File: src/design/mfd_pkg.sv
// Shared constants, types and command/status structs of the framebuffer draw engine.
`default_nettype none
package mfd_pkg;

  localparam int PANEL_WIDTH  = 200;
  localparam int PANEL_HEIGHT = 200;
  localparam int ROW_BYTES    = (PANEL_WIDTH + 7) / 8;
  localparam int STORE_BYTES  = ROW_BYTES * PANEL_HEIGHT;

  localparam int XW = ($clog2(PANEL_WIDTH) > 3) ? $clog2(PANEL_WIDTH) : 3;
  localparam int YW = (PANEL_HEIGHT > 1) ? $clog2(PANEL_HEIGHT) : 1;
  localparam int BW = (ROW_BYTES > 1) ? $clog2(ROW_BYTES) : 1;
  localparam int AW = (STORE_BYTES > 1) ? $clog2(STORE_BYTES) : 1;

  localparam logic [2:0] OP_CLEAR   = 3'd0;
  localparam logic [2:0] OP_PIXEL   = 3'd1;
  localparam logic [2:0] OP_OUTLINE = 3'd2;
  localparam logic [2:0] OP_FILL    = 3'd3;
  localparam logic [2:0] OP_READ    = 3'd4;

  localparam logic [7:0] PIX_ALL  = 8'hFF;
  localparam logic [7:0] PIX_NONE = 8'h00;

  typedef logic signed [10:0] coord_t;
  typedef logic signed [11:0] wcoord_t;

  typedef struct packed {
    logic [12:0] byte_address;
    logic        paint_black;
    coord_t      y_end;
    coord_t      x_end;
    coord_t      y_start;
    coord_t      x_start;
  } item_t;

  // Which box the walker loads from the captured corners.
  typedef enum logic [2:0] {
    RECT_BOX,
    RECT_DOT,
    RECT_TOP,
    RECT_BOT,
    RECT_LEFT,
    RECT_RIGHT
  } rect_t;

  typedef struct packed {
    logic  capture;
    logic  load_rect;
    rect_t rect_sel;
    logic  rmw_rd;
    logic  rmw_wr;
    logic  byte_rd;
    logic  clr_wr;
  } mfd_cmd_t;

  typedef struct packed {
    logic rect_empty;
    logic walk_last;
    logic clr_last;
  } mfd_sts_t;

endpackage
`default_nettype wire

File: src/design/mfd_ctrl.sv
// Controller: sequences clears, box walks, outline segments and byte reads.
`default_nettype none
module mfd_ctrl (
  input  wire logic              clk,
  input  wire logic              rst_n,
  input  wire logic              in_valid,
  input  wire logic [2:0]        in_op,
  output logic                   in_ready,
  input  wire logic              out_free,
  output logic                   out_load,
  output logic                   res_read,
  output mfd_pkg::mfd_cmd_t      cmd,
  input  wire mfd_pkg::mfd_sts_t sts
);
  import mfd_pkg::*;

  typedef enum logic [2:0] {
    S_BOOT,
    S_IDLE,
    S_CLEAR,
    S_LOAD,
    S_RD,
    S_WR,
    S_RDB,
    S_DONE
  } state_t;

  localparam logic [1:0] LAST_SEG = 2'd3;

  state_t     state_r;
  logic [2:0] op_r;
  logic [1:0] seg_r;
  logic       more_seg;
  rect_t      rect_sel;

  assign more_seg = (op_r == OP_OUTLINE) && (seg_r != LAST_SEG);

  always_comb begin
    unique case (op_r)
      OP_PIXEL:   rect_sel = RECT_DOT;
      OP_OUTLINE: begin
        unique case (seg_r)
          2'd0:    rect_sel = RECT_TOP;
          2'd1:    rect_sel = RECT_BOT;
          2'd2:    rect_sel = RECT_LEFT;
          default: rect_sel = RECT_RIGHT;
        endcase
      end
      default:    rect_sel = RECT_BOX;
    endcase
  end

  always_comb begin
    cmd           = '0;
    cmd.rect_sel  = rect_sel;
    cmd.capture   = (state_r == S_IDLE) && in_valid;
    cmd.load_rect = (state_r == S_LOAD);
    cmd.rmw_rd    = (state_r == S_RD);
    cmd.rmw_wr    = (state_r == S_WR);
    cmd.byte_rd   = (state_r == S_RDB);
    cmd.clr_wr    = (state_r == S_BOOT) || (state_r == S_CLEAR);
  end

  assign in_ready = (state_r == S_IDLE);
  assign out_load = (state_r == S_DONE) && out_free;
  assign res_read = (op_r == OP_READ);

  always_ff @(posedge clk) begin
    if (!rst_n) begin
      state_r <= S_BOOT;
      op_r    <= OP_CLEAR;
      seg_r   <= '0;
    end else begin
      unique case (state_r)
        S_BOOT: begin
          if (sts.clr_last) state_r <= S_IDLE;
        end
        S_IDLE: begin
          if (in_valid) begin
            op_r  <= in_op;
            seg_r <= '0;
            unique case (in_op) inside
              OP_CLEAR:                     state_r <= S_CLEAR;
              OP_PIXEL, OP_OUTLINE, OP_FILL: state_r <= S_LOAD;
              OP_READ:                      state_r <= S_RDB;
              default:                      state_r <= S_DONE;
            endcase
          end
        end
        S_CLEAR: begin
          if (sts.clr_last) state_r <= S_DONE;
        end
        S_LOAD: begin
          if (!sts.rect_empty) begin
            state_r <= S_RD;
          end else if (more_seg) begin
            seg_r <= seg_r + 2'd1;
          end else begin
            state_r <= S_DONE;
          end
        end
        S_RD: begin
          state_r <= S_WR;
        end
        S_WR: begin
          if (!sts.walk_last) begin
            state_r <= S_RD;
          end else if (more_seg) begin
            seg_r   <= seg_r + 2'd1;
            state_r <= S_LOAD;
          end else begin
            state_r <= S_DONE;
          end
        end
        S_RDB: begin
          state_r <= S_DONE;
        end
        S_DONE: begin
          if (out_free) state_r <= S_IDLE;
        end
        default: state_r <= S_IDLE;
      endcase
    end
  end

endmodule
`default_nettype wire

File: config.mk
export PLATFORM = sky130hd
export DESIGN_NAME = mfd_ctrl
export DESIGN_NICKNAME = d
export VERILOG_FILES = /design/src/design/mfd_pkg.sv /design/src/design/mfd_ctrl.sv
export SDC_FILE = /design/constraint.sdc
export NUM_CORES = 1
export LEC_CHECK = 0
export ABC_AREA = 1
export BUFFER_PORTS_ARGS = -buffer_cell sky130_fd_sc_hd__buf_2
export CAP_MARGIN = 20
export CORE_AREA = 10 10 51 53
export CTS_CLUSTER_SIZE = 40
export DETAILED_ROUTE_END_ITERATION = 8
export DIE_AREA = 0 0 61 63
export GPL_ROUTABILITY_DRIVEN = 0
export PLACE_DENSITY = 0.82
export SETUP_SLACK_MARGIN = 0.02
export SKIP_CTS_REPAIR_TIMING = 1
export SYNTH_ARGS = -nofsm -noshare
export SYNTH_HDL_FRONTEND = slang
export SYNTH_SLANG_ARGS = --single-unit
File: constraint.sdc
create_clock -name clk -period 1.2 [get_ports clk]
set_clock_uncertainty 0.1 [all_clocks]
set_input_delay 0.12 -clock clk [delete_from_list [all_inputs] [get_ports clk]]
set_output_delay 0.12 -clock clk [all_outputs]
set_load 0.01 [all_outputs]
Word level (Yosys, flattened, before mapping). Cells that the tools add are included. W data, S select, Z words.

Flip-flop bits (word level): 8. Logic and storage cells: 57. Input bits: 10. Output and inout port bits: 12.

Mux-type cells: 17. Reductions and logical operators: 12. Add/sub/neg operators: 1. Eq/ne operators: 24.

Operator list (number): $mux W3 (8); $pmux W3 S8 (1); $eq A3 B3 Y1 const B (6); $pmux W3 S3 (2); $eq A3 B2 Y1 const B (5); $ne A2 B2 Y1 const B (5); $eq A3 B1 Y1 const B (3); $mux W2 (4); $logic_not A3 Y1 (2); $pmux W2 S3 (1); $pmux W3 S2 (1); $reduce_and A5 Y1 (1); $ne A2 B1 Y1 const B (2); $reduce_and A4 Y1 (1); $logic_and A1 B1 Y1 (3); $ne A3 B3 Y1 const B (1); $reduce_bool A3 Y1 (1); $reduce_or A3 Y1 (1); $add A2 B1 Y2 const B (1); $eq A2 B1 Y1 const B (1); $eq A2 B2 Y1 const B (1); $logic_not A2 Y1 (1); $reduce_and A2 Y1 (1); $logic_or A1 B1 Y1 (1).

Longest topological paths before layout.
Word-level depth: 5. Mapped depth: 9. Gate-level depth less buffers: 8.

Worst setup path after synthesis. OpenSTA, ideal clock, no wires.

Path kind: register to register. Start: register seg_r[0]. End: register seg_r[1]. Cell stages (with the launch flop): 8. Slack: -104 ps. Library setup time: 113 ps. Buffers on the path: 0. Clock period less this slack: 1304 ps. Arrival time: 1091 ps. Required time: 987 ps. Path through: dfxtp_1 ha_1 inv_1 nand3_1 a21oi_2 nand2_2 nor2_1 nor2_1.

Cells in the longest elaborated chain, start to end: 5. Elaborated cells between the ends (all ways): 7. Classes of those cells: 1 x add/sub; 1 x eq/ne; 4 x mux; 1 x reduce/logical.

Ends and longest elaborated chain: start: declaration (line mfd_ctrl.sv:32) `logic [1:0] seg_r;`; start signal: assignment (line mfd_ctrl.sv:97) `seg_r <= seg_r + 2'd1;`; start signal: assignment (line mfd_ctrl.sv:109) `seg_r <= seg_r + 2'd1;`; branches (longest 2 deep; another with $add A2 B1 Y2); $mux W2 (*) (line mfd_ctrl.sv:96, mfd_ctrl.sv:108); $mux W2, on equally long branches (line mfd_ctrl.sv:106, mfd_ctrl.sv:94); $pmux W2 S3 (*) (line mfd_ctrl.sv:74) `unique case (state_r)`.

Mark *: on every way between the ends. The select of a mux whose other input is x is not followed. A chain may end at the register's enable or synchronous reset.

==> results.md <==
* Dpl hpwl at 1.751 mm
* DR vias/cell at 5.079
* Worst hold path startpoint: in_op[1]
* Initial core utilization at 0.4182
* Startpoint types: flip-flop
* Period minus WS final at 1427 ps
* Final Hold Fails at 0
* Slowest cell on crit path: dfxtp_4
* Die X at 61 um
* Status: complete, but fails checks
* Share of cells above drive strength 1 at 0.6125
* Global-route wire length before repair at 3.332 mm
* Total CTS buffers at 3
* Routed vias at 899
* Worst slack, placed at -176.4 ps
* Syn Area/Cell at 6.112 um2
* Slew @ Worst Pin at 224.5 ps
* CP arrival at 1210 ps
* Placed Area at 968.4 um2
* Finished Layout Cells at 177
* Antenna cells at 0
* I/O pin count at 22
* Latest clock arrival within the worst-skew pair at 270 ps
* Core Area at 1652 um2
* Hold/Removal Path Class: in2reg
* Row cnt at 15
* Share of the synthesized area in the top cell type at 0.2319
* Initial drt markers at 25
* YS warnings at 0
* FF-to-FF setup slack at -130 ps
* Endpoints failing setup at 20
* Post-synthesis cell area at 690.7 um2
* Reg-to-Reg Start: seg_r[1]
* Fillers at 107
* Vias in the first global route at 805
* Reg2reg end: state_r[1]
* Max IR drop VDD at 0.001016 V
* RSZ-0062 raised after global routing: yes
* Post-synthesis cell count at 113
* Placed Cells at 167
* Height of the die at 63 um
* CTS root buf: clkbuf_4
* Top post-synthesis cells by area: dfxtp_1 (23%), nor2_1 (14%), nand2_1 (11%)
* H-tree levels at 1
* Port Buf Inserts at 21
* GRT Overall Usage at 0.1076
* Most frequent cells in the layout: nor2_1 (19), buf_4 (18), nand2_1 (17), buf_2 (17), buf_6 (11)
* WL/cell at 14.31 um
* Worst-path maximum fanout at 3
* Fmax at 0.7010 GHz
* Post-synthesis register bit count at 8
* Grt total ovfl at 0
* Final Net Count at 176
* Syn Nets at 127
* Hold path depth at 3
* End of the worst hold path: op_r[1]
* PnR worst setup slack at -226.6 ps
* Max Cap Viol at 0
* PD cells at 1573 nW/um2
* CTS clock-pin slew for the worst setup and hold paths at 60 ps
* Crit path kind: reg2out
* Pleak at 0.6340 nW
* Initial antenna violation count at 0
* CP cell instances: inv_1, ha_4, nor2_4, o22ai_1, buf_2
* Violated checks: negative setup slack
* Antenna-violating nets left at 0
* R2r worst-path depth at 9
* Final wirelength at 2.533 mm
* Final period util at 1.189
* Die ar. at 3843 um2
* Area leader, netlist: dfxtp_1
* Layout area overhead at 85.33%
* Critical Path RT at 980 ps
* Worst Setup End Kind: primary output
* Most common cell after layout, fill and taps aside: nor2_1
* Clock Tree Buf Depth at 2
* CTS tree: built
* Drt pass-1 iters at 4
* Share of the yosys chip area belonging to registers at 0.2319
* CP peak stage delay at 360 ps
* Relative slew slack at 0.8498
* Count of final max-slew check failures at 0
* Largest net degree at the start of global routing at 8
* Synth cell types at 21
* DRC violations left at 0
* CTS sink cnt at 8
* Final instance area at 1280 um2
## power by group
| part | switching, W | leakage, nW | total (W) | internal (W) |
|---|---|---|---|---|
| logic | 0.000689 | 0.550 | 0.00132 | 0.000634 |
| clock network | 0.000103 | 0.0138 | 0.000218 | 0.000115 |
| registers | 0.000116 | 0.0703 | 0.000472 | 0.000356 |
## critical path, delay by kind of cell, from the launching register on
family / cells / cell delay, ps
DFF: 1 / 360
and+or+nand+nor: 1 / 30
AOI/OAI and AO/OA: 1 / 80
adders and majority gates: 1 / 170
buffers and inverters: 2 / 290
## final cells by class
type                       instances  area [um2]  area share
multi-input combinational         85       616.8      0.4819
timing repair buffer              46       344.1      0.2688
sequential                         8       182.7      0.1427
inverter                          18       92.59     0.07234
clock buffer                       3       22.52     0.01760
tap                               17       21.27     0.01662
## metal layers
| layer | wire [um] | up-vias | global-route usage |
|---|---|---|---|
| met2 | 1293 | 30 | 0.1709 |
| met4 | 51 | 0 | 0.03846 |
| met1 | 1007 | 406 | 0.1250 |
| met5 | 0 | - | 0 |
| li1 | - | 455 | - |
| met3 | 180 | 8 | 0.04065 |
## kinds of logic after synthesis
kind of cell / synth area share
flip-flops: 0.2319
AO/OA/AOI/OAI: 0.1069
adder cells (fa/ha/maj): 0.07247
AND/OR/NAND/NOR: 0.4656
buffers and inverters: 0.1232
## flip-flops by register name, summed over array words and instances (netlist names)
signal and cells:
op_r 3, state_r 3, seg_r 2
## per-stage QoR
step / power (W) / util / setup TNS (ps) / hold slack, ps
6_report: 0.002013 / 0.7750 / -2485 / 8.871
3_5_place_dp: 0.001327 / 0.5864 / -647.5 / 273.1
2_1_floorplan: 0.0009881 / - / -0.7393 / 133.0
4_1_cts: 0.001548 / 0.6000 / -3384 / 15.06
5_1_grt: 0.002137 / 0.7750 / -3542 / 20.88
3_3_place_gp: 0.001297 / 0.5864 / -300.7 / 258.2
## synthesized netlist by cell type
master and instances:
o21bai_1 1, nand2_1 20, a21oi_1 4, nand3_2 3
nand2_2 4, inv_1 14, nand3_1 8, nor2_4 1
a21boi_0 1, a21oi_2 2, dfxtp_1 8, nor2_1 26
inv_4 1, nor2_2 2, inv_2 3, nand4_1 4
buf_4 2, nor3_1 1, o22ai_1 1, ha_1 4
o21ai_0 3
## worst max path at each step
stage	from	end	slack, ps	cells past startpoint
floorplan	seg_r[0]	seg_r[1]	-0.7	5
global placement	seg_r[0]	seg_r[1]	-80	7
detailed placement	state_r[1]	seg_r[1]	-180	8
CTS	state_r[1]	cmd[2]	-310	5
global route	seg_r[1]	cmd[4]	-270	5
finish	seg_r[1]	cmd[4]	-230	5
(Power assumes the default switching activity.)
